`src/design/imucf_pkg.sv`:
```
// shared types, constants and the cordic step-angle table for the
// imu complementary filter; no dependencies
package imucf_pkg;

   localparam int ANGLE_FRAC_BITS_DEF = 16;
   localparam int CORDIC_STEPS_DEF    = 16;

   localparam int CSR_IDX_W  = 4;
   localparam int CSR_DATA_W = 17;

   localparam logic [CSR_IDX_W-1:0] CSR_GYRO_GAIN   = 4'd0;
   localparam logic [CSR_IDX_W-1:0] CSR_KEEP_WEIGHT = 4'd1;
   localparam logic [CSR_IDX_W-1:0] CSR_MAG_LOW     = 4'd2;
   localparam logic [CSR_IDX_W-1:0] CSR_MAG_HIGH    = 4'd3;

   localparam logic [15:0] GYRO_GAIN_RST   = 16'd280;
   localparam logic [16:0] KEEP_WEIGHT_RST = 17'd64225;
   localparam logic [16:0] MAG_LOW_RST     = 17'd1024;
   localparam logic [16:0] MAG_HIGH_RST    = 17'd32768;
   localparam logic [16:0] KEEP_MAX        = 17'd65536;

   localparam int TAB_LEN  = 24;
   localparam int TAB_FRAC = 24;

   typedef struct packed {
      logic signed [15:0] gyro_x;
      logic signed [15:0] gyro_z;
      logic signed [15:0] accel_x;
      logic signed [15:0] accel_y;
      logic signed [15:0] accel_z;
   } req_data_type;

   typedef struct packed {
      logic signed [19:0] pitch_tenths;
      logic signed [19:0] roll_tenths;
      logic               correction_applied;
   } rsp_data_type;

   typedef enum logic [2:0] {
      MUL_NONE,
      MUL_GYRO_X,
      MUL_GYRO_Z,
      MUL_KEEP,
      MUL_ACC,
      MUL_TEN_P,
      MUL_TEN_R
   } mul_sel_type;

   typedef struct packed {
      logic        capture;
      logic        corr_eval;
      mul_sel_type mul_sel;
      logic        pitch_gyro_upd;
      logic        roll_gyro_upd;
      logic        cordic_load;
      logic        cordic_roll;
      logic        cordic_step;
      logic        blend_first;
      logic        blend_upd;
      logic        blend_roll;
      logic        pitch_t_load;
      logic        emit;
   } dp_cmd_type;

   typedef struct packed {
      logic corr;
   } dp_status_type;

   // atan(2^-i) in degrees, 24 fraction bits
   function automatic logic [31:0] step_deg_q24(input logic [4:0] idx);
      logic [31:0] v;
      case (idx)
         5'd0:    v = 32'd754974720;
         5'd1:    v = 32'd445687602;
         5'd2:    v = 32'd235489088;
         5'd3:    v = 32'd119537938;
         5'd4:    v = 32'd60000934;
         5'd5:    v = 32'd30029717;
         5'd6:    v = 32'd15018523;
         5'd7:    v = 32'd7509720;
         5'd8:    v = 32'd3754917;
         5'd9:    v = 32'd1877466;
         5'd10:   v = 32'd938734;
         5'd11:   v = 32'd469367;
         5'd12:   v = 32'd234684;
         5'd13:   v = 32'd117342;
         5'd14:   v = 32'd58671;
         5'd15:   v = 32'd29335;
         5'd16:   v = 32'd14668;
         5'd17:   v = 32'd7334;
         5'd18:   v = 32'd3667;
         5'd19:   v = 32'd1833;
         5'd20:   v = 32'd917;
         5'd21:   v = 32'd458;
         5'd22:   v = 32'd229;
         5'd23:   v = 32'd115;
         default: v = 32'd0;
      endcase
      return v;
   endfunction

   // step angle rounded to the angle format; a format with 24 or more fraction bits gets the table value unshifted
   function automatic logic [31:0] step_angle(input logic [4:0] idx, input int frac);
      logic [32:0] t;
      int          sh;
      t = {1'b0, step_deg_q24(idx)};
      if (frac >= TAB_FRAC) begin
         return t[31:0];
      end
      sh = TAB_FRAC - frac;
      t  = (t + (33'd1 << (sh - 1))) >> sh;
      return t[31:0];
   endfunction

endpackage

```
`src/design/imucf_ctrl.sv`:
```
// sequencer for the imu complementary filter: gyro update, two cordic runs and
// blends (only with accelerometer correction), tenths conversion and the result word handshake; uses imucf_pkg
module imucf_ctrl #(
   parameter int CORDIC_STEPS = imucf_pkg::CORDIC_STEPS_DEF
) (
   input  logic                          clock,
   input  logic                          reset,
   input  logic                          req_valid,
   output logic                          req_stall,
   output logic                          rsp_valid,
   input  logic                          rsp_stall,
   input  imucf_pkg::dp_status_type      status,
   output imucf_pkg::dp_cmd_type         cmd,
   output logic [$clog2(CORDIC_STEPS)-1:0] step_idx
);
   import imucf_pkg::*;

   localparam int STEP_W = $clog2(CORDIC_STEPS);
   localparam logic [STEP_W-1:0] LAST_STEP = STEP_W'(CORDIC_STEPS - 1);

   typedef enum logic [10:0] {
      ST_IDLE      = 11'b000_0000_0001,
      ST_GYRO_P    = 11'b000_0000_0010,
      ST_GYRO_R    = 11'b000_0000_0100,
      ST_GYRO_DONE = 11'b000_0000_1000,
      ST_CORDIC    = 11'b000_0001_0000,
      ST_BLEND_A   = 11'b000_0010_0000,
      ST_BLEND_B   = 11'b000_0100_0000,
      ST_BLEND_C   = 11'b000_1000_0000,
      ST_TEN_P     = 11'b001_0000_0000,
      ST_TEN_R     = 11'b010_0000_0000,
      ST_EMIT      = 11'b100_0000_0000
   } state_type;

   state_type         state_ff, state_in;
   logic [STEP_W-1:0] step_cnt_ff, step_cnt_in;
   logic              axis_ff, axis_in;
   logic              out_valid_ff, out_valid_in;
   logic              accept;

   assign req_stall = (state_ff != ST_IDLE);
   assign accept    = req_valid && (state_ff == ST_IDLE);
   assign rsp_valid = out_valid_ff;
   assign step_idx  = step_cnt_ff;

   always_comb begin
      state_in    = state_ff;
      step_cnt_in = step_cnt_ff;
      axis_in     = axis_ff;
      cmd         = '0;
      cmd.mul_sel = MUL_NONE;
      unique case (state_ff)
         ST_IDLE: begin
            cmd.capture = accept;
            if (accept) begin
               state_in = ST_GYRO_P;
            end
         end
         ST_GYRO_P: begin
            cmd.corr_eval = 1'b1;
            cmd.mul_sel   = MUL_GYRO_X;
            state_in      = ST_GYRO_R;
         end
         ST_GYRO_R: begin
            cmd.pitch_gyro_upd = 1'b1;
            cmd.mul_sel        = MUL_GYRO_Z;
            state_in           = ST_GYRO_DONE;
         end
         ST_GYRO_DONE: begin
            cmd.roll_gyro_upd = 1'b1;
            if (status.corr) begin
               cmd.cordic_load = 1'b1;
               cmd.cordic_roll = 1'b0;
               axis_in         = 1'b0;
               step_cnt_in     = '0;
               state_in        = ST_CORDIC;
            end else begin
               state_in = ST_TEN_P;
            end
         end
         ST_CORDIC: begin
            cmd.cordic_step = 1'b1;
            if (step_cnt_ff == LAST_STEP) begin
               state_in = ST_BLEND_A;
            end else begin
               step_cnt_in = step_cnt_ff + 1'b1;
            end
         end
         ST_BLEND_A: begin
            cmd.mul_sel    = MUL_KEEP;
            cmd.blend_roll = axis_ff;
            state_in       = ST_BLEND_B;
         end
         ST_BLEND_B: begin
            cmd.blend_first = 1'b1;
            cmd.mul_sel     = MUL_ACC;
            state_in        = ST_BLEND_C;
         end
         ST_BLEND_C: begin
            cmd.blend_upd  = 1'b1;
            cmd.blend_roll = axis_ff;
            if (!axis_ff) begin
               cmd.cordic_load = 1'b1;
               cmd.cordic_roll = 1'b1;
               axis_in         = 1'b1;
               step_cnt_in     = '0;
               state_in        = ST_CORDIC;
            end else begin
               state_in = ST_TEN_P;
            end
         end
         ST_TEN_P: begin
            cmd.mul_sel = MUL_TEN_P;
            state_in    = ST_TEN_R;
         end
         ST_TEN_R: begin
            cmd.pitch_t_load = 1'b1;
            cmd.mul_sel      = MUL_TEN_R;
            state_in         = ST_EMIT;
         end
         ST_EMIT: begin
            if (!(out_valid_ff && rsp_stall)) begin
               cmd.emit = 1'b1;
               state_in = ST_IDLE;
            end
         end
         default: begin
            state_in = ST_IDLE;
         end
      endcase
   end

   assign out_valid_in = cmd.emit || (out_valid_ff && rsp_stall);

   always_ff @(posedge clock) begin
      if (reset) begin
         state_ff     <= ST_IDLE;
         step_cnt_ff  <= '0;
         axis_ff      <= 1'b0;
         out_valid_ff <= 1'b0;
      end else begin
         state_ff     <= state_in;
         step_cnt_ff  <= step_cnt_in;
         axis_ff      <= axis_in;
         out_valid_ff <= out_valid_in;
      end
   end

   a_emit_into_free_slot: assert property (@(posedge clock) disable iff (reset)
      cmd.emit |-> !(out_valid_ff && rsp_stall))
      else $error("result word overwritten while stalled");

   a_blend_only_with_corr: assert property (@(posedge clock) disable iff (reset)
      (state_ff == ST_BLEND_A) |-> status.corr)
      else $error("blend without accelerometer correction");

   a_step_count_bound: assert property (@(posedge clock) disable iff (reset)
      (state_ff == ST_CORDIC) |-> (step_cnt_ff <= LAST_STEP))
      else $error("cordic step counter out of range");

   a_roll_blend_last: assert property (@(posedge clock) disable iff (reset)
      ((state_ff == ST_TEN_P) && ($past(state_ff) == ST_BLEND_C)) |-> axis_ff)
      else $error("conversion started before roll blend");

   a_busy_after_accept: assert property (@(posedge clock) disable iff (reset)
      (req_valid && !req_stall) |=> req_stall)
      else $error("second word taken while busy");

endmodule

```
`src/design/imucf_dpath.sv`:
```
// datapath for the imu complementary filter: config registers, angle state,
// shared multiplier, cordic vectoring unit and result word; uses imucf_pkg
module imucf_dpath #(
   parameter int ANGLE_FRAC_BITS = imucf_pkg::ANGLE_FRAC_BITS_DEF,
   parameter int CORDIC_STEPS    = imucf_pkg::CORDIC_STEPS_DEF
) (
   input  logic                                 clock,
   input  logic                                 reset,
   input  logic                                 csr_wen,
   input  logic [imucf_pkg::CSR_IDX_W-1:0]      csr_index,
   input  logic [imucf_pkg::CSR_DATA_W-1:0]     csr_wdata,
   input  imucf_pkg::req_data_type              req_data,
   input  imucf_pkg::dp_cmd_type                cmd,
   input  logic [$clog2(CORDIC_STEPS)-1:0]      step_idx,
   output imucf_pkg::dp_status_type             status,
   output imucf_pkg::rsp_data_type              rsp_data
);
   import imucf_pkg::*;

   localparam int A_W = 34;
   localparam int B_W = 18;
   localparam int P_W = A_W + B_W;
   localparam int G_W = 60;
   localparam int C_W = 34;
   localparam int SHL = (ANGLE_FRAC_BITS >= 16) ? ANGLE_FRAC_BITS - 16 : 0;
   localparam int SHR = (ANGLE_FRAC_BITS < 16) ? 16 - ANGLE_FRAC_BITS : 0;
   localparam logic signed [C_W-1:0] HALF_TURN = C_W'(180) <<< ANGLE_FRAC_BITS;
   localparam logic signed [P_W-1:0] TEN_BIAS =
      (P_W'(1) <<< ANGLE_FRAC_BITS) - P_W'(1);
   localparam logic signed [P_W-1:0] TEN_HI = P_W'(327679);
   localparam logic signed [P_W-1:0] TEN_LO = -P_W'(327680);

   function automatic logic signed [31:0] sat_angle(input logic signed [G_W-1:0] v);
      if ((&v[G_W-1:31]) || !(|v[G_W-1:31])) begin
         return v[31:0];
      end
      return v[G_W-1] ? 32'sh8000_0000 : 32'sh7FFF_FFFF;
   endfunction

   function automatic logic signed [19:0] ten_conv(input logic signed [P_W-1:0] p);
      logic signed [P_W-1:0] b;
      logic signed [P_W-1:0] t;
      b = p + (p[P_W-1] ? TEN_BIAS : P_W'(0));
      t = b >>> ANGLE_FRAC_BITS;
      if (t > TEN_HI) begin
         return TEN_HI[19:0];
      end
      if (t < TEN_LO) begin
         return TEN_LO[19:0];
      end
      return t[19:0];
   endfunction

   logic [15:0]              gyro_gain_ff;
   logic [16:0]              keep_weight_ff, mag_low_ff, mag_high_ff;
   req_data_type             sample_ff, sample_in;
   logic                     corr_ff, corr_in;
   logic signed [P_W-1:0]    prod_ff, prod_in, acc_sum_ff, acc_sum_in;
   logic signed [31:0]       pitch_ff, pitch_in, roll_ff, roll_in;
   logic signed [C_W-1:0]    cx_ff, cx_in, cy_ff, cy_in, cz_ff, cz_in;
   logic                     czero_ff, czero_in;
   logic signed [19:0]       pitch_t_ff, pitch_t_in;
   rsp_data_type             out_ff, out_in;

   logic [16:0]              abs_x, abs_y, abs_z;
   logic [17:0]              mag;
   logic [16:0]              k_eff, k_rest;
   logic signed [A_W-1:0]    mul_a;
   logic signed [B_W-1:0]    mul_b;
   logic signed [P_W-1:0]    prod;
   logic signed [G_W-1:0]    gprod, gyro_step, pitch_sum, roll_diff, blend_val;
   logic signed [P_W:0]      blend_sum;
   logic signed [31:0]       blend_old;
   logic signed [16:0]       x0, y0, x1, y1;
   logic signed [C_W-1:0]    dx, dy, sa;

   // config registers
   always_ff @(posedge clock) begin
      if (reset) begin
         gyro_gain_ff   <= GYRO_GAIN_RST;
         keep_weight_ff <= KEEP_WEIGHT_RST;
         mag_low_ff     <= MAG_LOW_RST;
         mag_high_ff    <= MAG_HIGH_RST;
      end else if (csr_wen) begin
         unique case (csr_index)
            CSR_GYRO_GAIN:   gyro_gain_ff   <= csr_wdata[15:0];
            CSR_KEEP_WEIGHT: keep_weight_ff <= csr_wdata;
            CSR_MAG_LOW:     mag_low_ff     <= csr_wdata;
            CSR_MAG_HIGH:    mag_high_ff    <= csr_wdata;
            default: begin
            end
         endcase
      end
   end

   // magnitude gate
   assign abs_x = sample_ff.accel_x[15] ? 17'(-17'(sample_ff.accel_x)) : 17'(sample_ff.accel_x);
   assign abs_y = sample_ff.accel_y[15] ? 17'(-17'(sample_ff.accel_y)) : 17'(sample_ff.accel_y);
   assign abs_z = sample_ff.accel_z[15] ? 17'(-17'(sample_ff.accel_z)) : 17'(sample_ff.accel_z);
   assign mag   = 18'(abs_x) + 18'(abs_y) + 18'(abs_z);

   assign sample_in = cmd.capture ? req_data : sample_ff;
   assign corr_in   = cmd.corr_eval ? ((mag > {1'b0, mag_low_ff}) && (mag < {1'b0, mag_high_ff}))
                                    : corr_ff;
   assign status.corr = corr_ff;

   // shared multiplier
   assign k_eff     = (keep_weight_ff > KEEP_MAX) ? KEEP_MAX : keep_weight_ff;
   assign k_rest    = KEEP_MAX - k_eff;
   assign blend_old = cmd.blend_roll ? roll_ff : pitch_ff;

   always_comb begin
      mul_a = '0;
      mul_b = '0;
      case (cmd.mul_sel)
         MUL_GYRO_X: begin
            mul_a = A_W'(sample_ff.gyro_x);
            mul_b = $signed({2'b00, gyro_gain_ff});
         end
         MUL_GYRO_Z: begin
            mul_a = A_W'(sample_ff.gyro_z);
            mul_b = $signed({2'b00, gyro_gain_ff});
         end
         MUL_KEEP: begin
            mul_a = A_W'(blend_old);
            mul_b = $signed({1'b0, k_eff});
         end
         MUL_ACC: begin
            mul_a = czero_ff ? A_W'(0) : cz_ff;
            mul_b = $signed({1'b0, k_rest});
         end
         MUL_TEN_P: begin
            mul_a = A_W'(pitch_ff);
            mul_b = B_W'(10);
         end
         MUL_TEN_R: begin
            mul_a = A_W'(roll_ff);
            mul_b = B_W'(10);
         end
         default: begin
         end
      endcase
   end

   assign prod       = mul_a * mul_b;
   assign prod_in    = (cmd.mul_sel != MUL_NONE) ? prod : prod_ff;
   assign acc_sum_in = cmd.blend_first ? prod_ff : acc_sum_ff;

   // angle updates
   assign gprod     = G_W'(prod_ff);
   assign gyro_step = (ANGLE_FRAC_BITS >= 16) ? (gprod <<< SHL) : (gprod >>> SHR);
   assign pitch_sum = G_W'(pitch_ff) + gyro_step;
   assign roll_diff = G_W'(roll_ff) - gyro_step;
   assign blend_sum = (P_W+1)'(acc_sum_ff) + (P_W+1)'(prod_ff);
   assign blend_val = G_W'(blend_sum >>> 16);

   always_comb begin
      pitch_in = pitch_ff;
      roll_in  = roll_ff;
      if (cmd.pitch_gyro_upd) begin
         pitch_in = sat_angle(pitch_sum);
      end
      if (cmd.roll_gyro_upd) begin
         roll_in = sat_angle(roll_diff);
      end
      if (cmd.blend_upd && !cmd.blend_roll) begin
         pitch_in = sat_angle(blend_val);
      end
      if (cmd.blend_upd && cmd.blend_roll) begin
         roll_in = sat_angle(blend_val);
      end
   end

   // cordic vectoring unit
   assign x0 = cmd.cordic_roll ? -17'(sample_ff.accel_y) : 17'(sample_ff.accel_z);
   assign y0 = cmd.cordic_roll ? 17'(sample_ff.accel_x) : 17'(sample_ff.accel_y);
   assign x1 = x0[16] ? -x0 : x0;
   assign y1 = x0[16] ? -y0 : y0;
   assign dx = cx_ff >>> step_idx;
   assign dy = cy_ff >>> step_idx;
   assign sa = C_W'($signed(step_angle(5'(step_idx), ANGLE_FRAC_BITS)));

   always_comb begin
      cx_in    = cx_ff;
      cy_in    = cy_ff;
      cz_in    = cz_ff;
      czero_in = czero_ff;
      if (cmd.cordic_load) begin
         cx_in    = C_W'(x1) <<< 14;
         cy_in    = C_W'(y1) <<< 14;
         cz_in    = x0[16] ? (y0[16] ? -HALF_TURN : HALF_TURN) : C_W'(0);
         czero_in = (x0 == '0) && (y0 == '0);
      end else if (cmd.cordic_step) begin
         if (!cy_ff[C_W-1] && (cy_ff != '0)) begin
            cx_in = cx_ff + dy;
            cy_in = cy_ff - dx;
            cz_in = cz_ff + sa;
         end else begin
            cx_in = cx_ff - dy;
            cy_in = cy_ff + dx;
            cz_in = cz_ff - sa;
         end
      end
   end

   // tenths and result word
   assign pitch_t_in = cmd.pitch_t_load ? ten_conv(prod_ff) : pitch_t_ff;

   always_comb begin
      out_in = out_ff;
      if (cmd.emit) begin
         out_in.pitch_tenths       = pitch_t_ff;
         out_in.roll_tenths        = ten_conv(prod_ff);
         out_in.correction_applied = corr_ff;
      end
   end

   assign rsp_data = out_ff;

   always_ff @(posedge clock) begin
      if (reset) begin
         pitch_ff <= '0;
         roll_ff  <= '0;
         corr_ff  <= 1'b0;
      end else begin
         pitch_ff <= pitch_in;
         roll_ff  <= roll_in;
         corr_ff  <= corr_in;
      end
   end

   always_ff @(posedge clock) begin
      sample_ff  <= sample_in;
      prod_ff    <= prod_in;
      acc_sum_ff <= acc_sum_in;
      cx_ff      <= cx_in;
      cy_ff      <= cy_in;
      cz_ff      <= cz_in;
      czero_ff   <= czero_in;
      pitch_t_ff <= pitch_t_in;
      out_ff     <= out_in;
   end

endmodule

```
`src/design/imu_complementary_filter_unit.sv`:
```
// Complementary pitch/roll filter. Each accepted sample word integrates the
// gyro rates into the pitch and roll angles and, when the summed absolute
// acceleration lies strictly between magnitude_low and magnitude_high, blends
// each angle toward an accelerometer angle from a CORDIC atan2. One result
// word per sample. The block takes no new sample until it is done with the
// current one, and a sample with correction holds it longer: the two atan2
// runs share one CORDIC vectoring unit, and the single shared multiplier is
// used for gyro scaling, blending and tenths conversion. The result word sits
// in an output register, so the next sample is taken while it waits.
// Configuration writes are taken in any cycle and must occur while idle.
// top level; uses imucf_pkg, imucf_ctrl, imucf_dpath
module imu_complementary_filter_unit #(
   parameter int ANGLE_FRAC_BITS = imucf_pkg::ANGLE_FRAC_BITS_DEF,
   parameter int CORDIC_STEPS    = imucf_pkg::CORDIC_STEPS_DEF
) (
   input  logic                             clock,
   input  logic                             reset,
   input  logic                             req_valid,
   output logic                             req_stall,
   input  imucf_pkg::req_data_type          req_data,
   output logic                             rsp_valid,
   input  logic                             rsp_stall,
   output imucf_pkg::rsp_data_type          rsp_data,
   input  logic                             csr_valid,
   output logic                             csr_ready,
   input  logic [imucf_pkg::CSR_IDX_W-1:0]  csr_index,
   input  logic [imucf_pkg::CSR_DATA_W-1:0] csr_wdata
);
   import imucf_pkg::*;

   dp_cmd_type                      cmd;
   dp_status_type                   status;
   logic [$clog2(CORDIC_STEPS)-1:0] step_idx;

   assign csr_ready = 1'b1;

   imucf_ctrl #(
      .CORDIC_STEPS (CORDIC_STEPS)
   ) u_ctrl (
      .clock     (clock),
      .reset     (reset),
      .req_valid (req_valid),
      .req_stall (req_stall),
      .rsp_valid (rsp_valid),
      .rsp_stall (rsp_stall),
      .status    (status),
      .cmd       (cmd),
      .step_idx  (step_idx)
   );

   imucf_dpath #(
      .ANGLE_FRAC_BITS (ANGLE_FRAC_BITS),
      .CORDIC_STEPS    (CORDIC_STEPS)
   ) u_dpath (
      .clock     (clock),
      .reset     (reset),
      .csr_wen   (csr_valid && csr_ready),
      .csr_index (csr_index),
      .csr_wdata (csr_wdata),
      .req_data  (req_data),
      .cmd       (cmd),
      .step_idx  (step_idx),
      .status    (status),
      .rsp_data  (rsp_data)
   );

endmodule
```
`config.mk`:
```
export PLATFORM = sky130hd
export DESIGN_NAME = imu_complementary_filter_unit
export DESIGN_NICKNAME = d
export VERILOG_FILES = /design/src/design/imucf_pkg.sv /design/src/design/imucf_ctrl.sv /design/src/design/imucf_dpath.sv /design/src/design/imu_complementary_filter_unit.sv
export SDC_FILE = /design/constraint.sdc
export NUM_CORES = 2
export LEC_CHECK = 0
export ABC_AREA = 1
export BUFFER_PORTS_ARGS = -buffer_cell sky130_fd_sc_hd__buf_4
export CAP_MARGIN = 20
export CORE_ASPECT_RATIO = 1.25
export CORE_MARGIN = 2
export CORE_UTILIZATION = 60
export CTS_BUF_LIST = sky130_fd_sc_hd__clkbuf_16
export CTS_CLUSTER_DIAMETER = 200
export DETAILED_ROUTE_END_ITERATION = 10
export PLACE_DENSITY = 0.8
export SLEW_MARGIN = 20
export SYNTH_ARGS = -nofsm -noshare
export SYNTH_HDL_FRONTEND = slang
export SYNTH_SLANG_ARGS = --single-unit
export TNS_END_PERCENT = 100
```
`constraint.sdc`:
```
create_clock -name clock -period 11.4 [get_ports clock]
set_input_delay 2.28 -clock clock [delete_from_list [all_inputs] [get_ports clock]]
set_output_delay 2.28 -clock clock [all_outputs]
set_load 0.02 [all_outputs]
```
# --- Yosys cells after proc, flatten, opt, wreduce, memory -nomap -nowiden ---
# Memories as Yosys holds them, arrays and structs flattened. A register that Yosys moved wholly into a read port is not among the register bits.
# Index checks and enable logic that the tools add are counted.
word_totals:
  regBits: 497
  latchBits: 0
  ramBits: 0
  romBits: 480
  in_bits: 106
  out_inout_bits: 44
  memories: 1
memory_table:
  columns: ["memory", "depth", "width", "rd", "rd_ports_with_merged_regs", "write_ports", "line_no", "source"]
  rows:
  - ["(no name shown)", 16, 30, 1, 1, 0, "imucf_pkg.sv:72", "case (idx)"]
classes:
  n_addsub: 20
  multipliers: 1
  n_div: 0
  n_lt_le_gt_ge: 5
  n_eq_ne: 28
  n_shift: 2
  n_mux: 86
  bitwise: 0
  reduce_logical: 42
op_table:
  columns: ["operator", "count"]
  rows:
  - ["$mux 32", 15]
  - ["$mux 34", 12]
  - ["$pmux 34 s6", 1]
  - ["$mux 17", 8]
  - ["$pmux 11 s11", 1]
  - ["$mux 20", 6]
  - ["$add 34x34->34", 2]
  - ["$pmux 17 s4", 1]
  - ["$sshr 34x4->34", 2]
  - ["$sub 34x34->34", 2]
  - ["$reduce_and 29->1", 2]
  - ["$reduce_or 29->1", 2]
  - ["$add 32x52->53", 1]
  - ["$add 52x52->53", 1]
  - ["$sub 32x52->53", 1]
  - ["$add 52x17->52", 1]
  - ["$mul 34x18->52", 1]
  - ["$neg 16->17", 3]
  - ["$gt 36x20->1 const B", 1]
  - ["$lt 36x20->1 const B", 1]
  - ["$add 34x26->34", 1]
  - ["$logic_not 17->1", 2]
  - ["$neg 17->17", 2]
  - ["$reduce_bool 34->1", 1]
  - ["other kinds (51)", 114]

# --- Depth between registers and ports, before layout ---
logic_depth:
  word_depth: 9
  depth_mapped: 43
  ltp_nobuf: 41

# --- Hierarchy ---
# A second synthesis with hierarchy kept.
unflattened:
  hier_cells: 10009
  area_unflattened_um2: 69371.5
modules_own_cells:
  columns: ["module", "instances", "cells_per_inst", "area_each_um2", "seq_area_each_um2"]
  rows:
  - ["imucf_dpath", 1, 9847, 68281.7, 12812.3]
  - ["imucf_ctrl", 1, 160, 1078.5, 340.3]
  - ["imu_complementary_filter_unit", 1, 2, 11.3, 0.0]

# --- Worst setup path after synthesis ---
# No wires, ideal clock.
synth_timing:
  path_type: "flip-flop to flip-flop"
  from: "register u_ctrl.state_ff[0]"
  to: "register u_dpath.prod_ff[49], data pin"
  setup_time_ns: 0.262
  arrival_time_ns: 8.364
  t_required_ns: 11.138
  setup_slack_ns: 2.774
  path_stages_with_launch: 30
  path_buffers: 2
  synth_period_minus_slack_ns: 8.626
  path_cell_list: "dfxtp_1 > nor2_4 > nand2_4 > nor2_8 > nand2_1 > clkinv_1 > clkbuf_1 > nand3_1 > o211ai_1 > clkbuf_1 > nand2_1 > fa_1 > fa_1 > inv_1 > fa_1 > inv_1 > fa_1 > fa_1 > fa_1 > inv_1 > ha_1 > nand2_1 > nor4_1 > and3_1 > a21oi_1 > o21ai_0 > nand3_1 > o211ai_1 > a21oi_1 > xor2_1"
synth_between:
  elab_chain_len: 6
  elab_cells_between_ends: 22
  cone_classes: "mul (1); eq/ne (13); mux (5); reduce/logical (3)"
synth_lines:
  columns: ["element", "line_no", "source"]
  rows:
  - ["start, declared", "imucf_ctrl.sv:35", "state_type state_ff, state_in;"]
  - ["start signal, assigned", "imucf_ctrl.sv:142", "state_ff <= state_in;"]
  - ["$eq 11x10->1, or another cell as far along", "imucf_ctrl.sv:52", "unique case (state_ff)"]
  - ["$pmux 3 s6 or $reduce_or 2->1 (tied branches)", null, null]
  - ["$eq 3x3->1, or another cell as far along", "imucf_dpath.sv:115", "case (cmd.mul_sel)"]
  - ["$reduce_or 2->1 (no source line) or $mux 32 (tied branches)", null, null]
  - ["$pmux 17 s4 or $pmux 34 s6 (tied branches)", "imucf_dpath.sv:115", null]
  - ["$mul 34x18->52 (*)", "imucf_dpath.sv:145", "assign prod = mul_a * mul_b;"]
  - ["net u_dpath.prod[49]", "imucf_dpath.sv:70", "logic signed [P_W-1:0] prod;"]
  - ["end signal, assigned", "imucf_dpath.sv:234", "prod_ff <= prod_in;"]
  - ["end, declared", "imucf_dpath.sv:58", "logic signed [P_W-1:0] prod_ff, prod_in, acc_sum_ff, acc_sum_in;"]
# The timed path passes the listed nets; every way through them passes the cells marked *.
# A chain may end at the register's enable or synchronous reset.

# --- Final worst setup path ---
layout_timing:
  from: "register u_ctrl.state_ff[4]"
  to: "register u_dpath.prod_ff[44], data pin"
# Same word-level chain as after synthesis.

==> flow_summary.ini <==
[logic_synthesis]
synth_edf_count = 320
synth_compound_area_share_pct = 12.53
syn-instance-count = 10390
synth-seq-cells = 520
top_ff_cell_synth = edfxtp_1
netlist-cell-type-count = 77
yosys.area.top_type_share_pct = 16.25
synth.avg_cell_area_um2 = 6.809
netlist_area_um2 = 70720
synthTopCellsByArea = fa_1 16%, nand2_1 15%, edfxtp_1 14%, inv_1 11%, ha_1 8.2%
synth.mux.area_fraction_pct = 0.5308
synth-warning-count = 0
postSynth.asyncResetShare_pct = 0
synth_adder_area_share_pct = 24.41
post-synth-top-area-cell = fa_1
synth_simple_gate_area_share_pct = 26.75
post_synth_xor_area_fraction_pct = 3.777
largest_family_of_logic_cells_by_synthesized_area = simple AND/OR/NAND/NOR gates
synth.yosys.seq_area_share_pct = 19.25

[pwr]
vdd_drop_max_mv = 0.3858
power.total_mw = 10.16
power.density_nw_per_um2 = 135.5
power.static_leakage_nw = 38.27

[clocking]
cts_max_level = 2
postCtsSetupRepairBufs = 0
clk_pin_slew_worst_paths_ns = 0.08
max-clock-path-buffers = 3
clkLatencyLatePin_ns = 0.73
post_cts_resized = 0
postCtsHoldBufs = 0
clk_root_buffer_cell = clkbuf_16
cts_buffers = 58
tritoncts_num_sinks = 520
cts_tree = done

[die]
placement_rows = 140
die_area_um2 = 120600
design.core.area_um2 = 116700
top_level_ports = 150
floorplan.initialDensity_pct = 60.62
die_width_um = 311.1
die_h_um = 387.8

[sta]
worst-slew-pin-transition_ns = 1.133
max_freq_mhz = 96.19
setup_ws_ns = 1.004
timing_max_transition_violations_final = 0
slew_headroom_pct = 24.49
timing.setup.tns_ns = 0
setup_violations = 0
final_worst_hold_slack_ns = 0.4194
final_hold_viol_count = 0
setup_skew_after_layout_ns = 0.07667
timing.final.crit_share_pct = 91.20
timing.final.crit_period_ns = 10.40
rsz0062_at_grt = no

[detailed_routing]
via_count = 70330
vias_per_cell = 5.858
drt_iter0_markers = 8109
detail-route-antenna-nets = 0
detail_route.drc_violations = 1
detail_route.first_pass.iterations = 11
finalWirelength_mm = 256.8
wl_per_instance_um = 21.39

[global_route]
grt_pass1_wl_mm = 391.0
number_of_global_route_vias_before_repair = 68270
grt_start_max_net_pins = 108
antenna_violations_before_repair = 5
grt.overflow.total = 0
grt_util_all_layers_pct = 41.86

[worst_setup_path]
critPathLaunchType = flip-flop
worst-endpoint-required_ns = 11.82
slowest_delay_ns = 0.99
ff2ff_path_depth = 35
path_class = reg -> reg
rrSetupSlack_ns = 1.00
arrival_ns = 10.82
cpMostUsedCell = inv_1
crit-reg2reg-launch = u_ctrl.state_ff[4]
timing.rr.end = u_dpath.prod_ff[44]
endpoint_kind = flip-flop
critical_path.max_fanout = 21
worst_setup_path_endpoint = u_dpath.prod_ff[44]
slowest_stage = nor2_1
worstSetupStartpoint = u_ctrl.state_ff[4]

[place]
place_ws_ns = 1.318
dpl_cell_area_um2 = 73020
detailedPlacementHpwl_mm = 208.7
globalplace.congestion = 1.068
placement.io_buffers = 148

[final_layout]
synthToLayoutAreaGrowth_pct = 6.067
final_area_um2 = 75010
design.final.nets = 11530
layout-drive-gt1-share_pct = 4.828
nFillCells = 10710

[outcome]
run_status = finished with violations
failing_checks = design-rule violations

[worst_hold_path]
worst_hold_path_type = reg -> reg

[flow_run]
cap_violations = 0
-- state kept, by name, summed over array words and instances (netlist names), 11 cells and up, named ones only --
name                    flops
u_dpath.pitch_ff           32
u_dpath.cx_ff              34
u_dpath.prod_ff            52
u_dpath.mag_high_ff        17
u_dpath.cz_ff              34
u_dpath.pitch_t_ff         20
u_dpath.mag_low_ff         17
u_dpath.cy_ff              34
u_dpath.gyro_gain_ff       16
u_dpath.sample_ff          80
u_dpath.keep_weight_ff     17
u_dpath.rsp_data           41
u_dpath.acc_sum_ff         52
u_ctrl.state_ff            11
u_dpath.roll_ff            32
-- routing by layer --
layer / track usage (%) / up-vias / wire length, µm
met5: 0 / - / 0
met4: 22.56 / 0 / 16460
met3: 7.123 / 824 / 25460
met2: 68.09 / 3812 / 116400
met1: 53.23 / 33040 / 98460
li1: - / 32650 / -
-- cell type report --
type | count | area (µm²) | share of cell area, %
Multi-Input combinational cell | 7537 | 48170 | 64.22
Sequential cell | 520 | 13620 | 18.16
Inverter | 2068 | 7769 | 10.36
Tap cell | 1562 | 1954 | 2.606
Timing Repair Buffer | 204 | 1544 | 2.058
Clock buffer | 60 | 1501 | 2.002
Clock inverter | 50 | 437.9 | 0.5838
Antenna cell | 5 | 12.51 | 0.01668
-- Yosys cell counts, types with 8 or more instances --
| master | number |
|---|---|
| nand3_1 | 395 |
| buf_2 | 72 |
| inv_1 | 2035 |
| nor2_2 | 19 |
| buf_1 | 21 |
| clkbuf_1 | 139 |
| o21ai_1 | 130 |
| o22ai_1 | 31 |
| a21oi_2 | 13 |
| a21o_1 | 26 |
| a31oi_1 | 74 |
| nand4_1 | 108 |
| xor2_1 | 209 |
| nand3b_1 | 35 |
| o21bai_1 | 47 |
| xnor2_1 | 96 |
| inv_2 | 22 |
| clkinv_1 | 10 |
| nand3_2 | 9 |
| or2_2 | 49 |
| a21boi_0 | 21 |
| nand2_1 | 2919 |
| nand2_2 | 16 |
| o221ai_1 | 8 |
| o31ai_1 | 10 |
| nor2_1 | 881 |
| o21a_1 | 20 |
| buf_4 | 13 |
| mux2i_1 | 33 |
| o21ai_0 | 416 |
| a21oi_1 | 609 |
| fa_1 | 574 |
| nor3_1 | 109 |
| ha_1 | 461 |
| o21ai_2 | 24 |
| dfxtp_1 | 200 |
| nor4_1 | 34 |
| buf_6 | 17 |
| o211ai_1 | 66 |
| edfxtp_1 | 320 |
-- report_power, final --
group	switching (mW)	leakage [nW]	internal (mW)
Sequential	0.282	4.53	2.26
Clock	0.936	0.955	1.03
Combinational	3.71	32.8	1.95
Total	4.93	38.3	5.23
-- cells by family (layout without fill, tap and decap cells) --
kind of cell,after synthesis,count (layout)
and+or+nand+nor,4614,4614
buffers and inverters,2330,2382
AOI/OAI and AO/OA,1545,1545
adders and majority gates,1035,1035
DFF,520,520
xor gates and xnor gates,305,305
muxes,35,35
other,2,8
-- how the worst min path moves through the flow --
stage          slack [ns]                   start                   end  cells past startpoint
6_report             0.42  u_dpath.pitch_t_ff[19]  u_dpath.rsp_data[40]                      0
5_1_grt              0.43   u_dpath.pitch_t_ff[1]  u_dpath.rsp_data[22]                      0
4_1_cts              0.42   u_dpath.pitch_t_ff[2]  u_dpath.rsp_data[23]                      0
3_5_place_dp         0.41   u_dpath.pitch_t_ff[7]  u_dpath.rsp_data[28]                      0
3_3_place_gp         0.40   u_dpath.pitch_t_ff[1]  u_dpath.rsp_data[22]                      0
2_1_floorplan        0.40   u_dpath.pitch_t_ff[0]  u_dpath.rsp_data[21]                      0
-- metrics by stage --
step	utilization, %	instances
2_1_floorplan	-	10390
3_3_place_gp	62.59	11890
3_5_place_dp	62.59	11890
4_1_cts	64.26	12000
5_1_grt	64.29	12010
6_report	64.30	12010
-- worst max-delay path: cells and delay by family, from the launching register on --
family                     cells  cell delay, ns
AOI/OAI and AO/OA              8            2.23
xor gates and xnor gates       1            0.10
adders and majority gates      7            3.33
buffers and inverters         11            2.08
DFF                            1            0.34
and+or+nand+nor                8            1.97
-- placed cells by master, fill, tap and decap left out, types with 16 or more instances in the layout --
cell type / netlist / final
a21boi_0: 21 / 21
a21o_1: 26 / 26
a21oi_1: 609 / 608
a31oi_1: 74 / 74
buf_4: 13 / 203
clkbuf_16: 0 / 60
clkinv_1: 10 / 16
dfxtp_1: 200 / 197
edfxtp_1: 320 / 320
fa_1: 574 / 574
ha_1: 461 / 461
inv_1: 2035 / 2043
inv_2: 22 / 23
mux2i_1: 33 / 33
nand2_1: 2919 / 2917
nand2_2: 16 / 18
nand3_1: 395 / 394
nand3b_1: 35 / 35
nand4_1: 108 / 108
nor2_1: 881 / 877
nor2_2: 19 / 22
nor3_1: 109 / 108
nor4_1: 34 / 34
o211ai_1: 66 / 66
o21a_1: 20 / 20
o21ai_0: 416 / 416
o21ai_1: 130 / 129
o21ai_2: 24 / 25
o21bai_1: 47 / 47
o22ai_1: 31 / 31
or2_2: 49 / 49
xnor2_1: 96 / 96
xor2_1: 209 / 209
No activity file was read; power rests on OpenSTA's default activity.
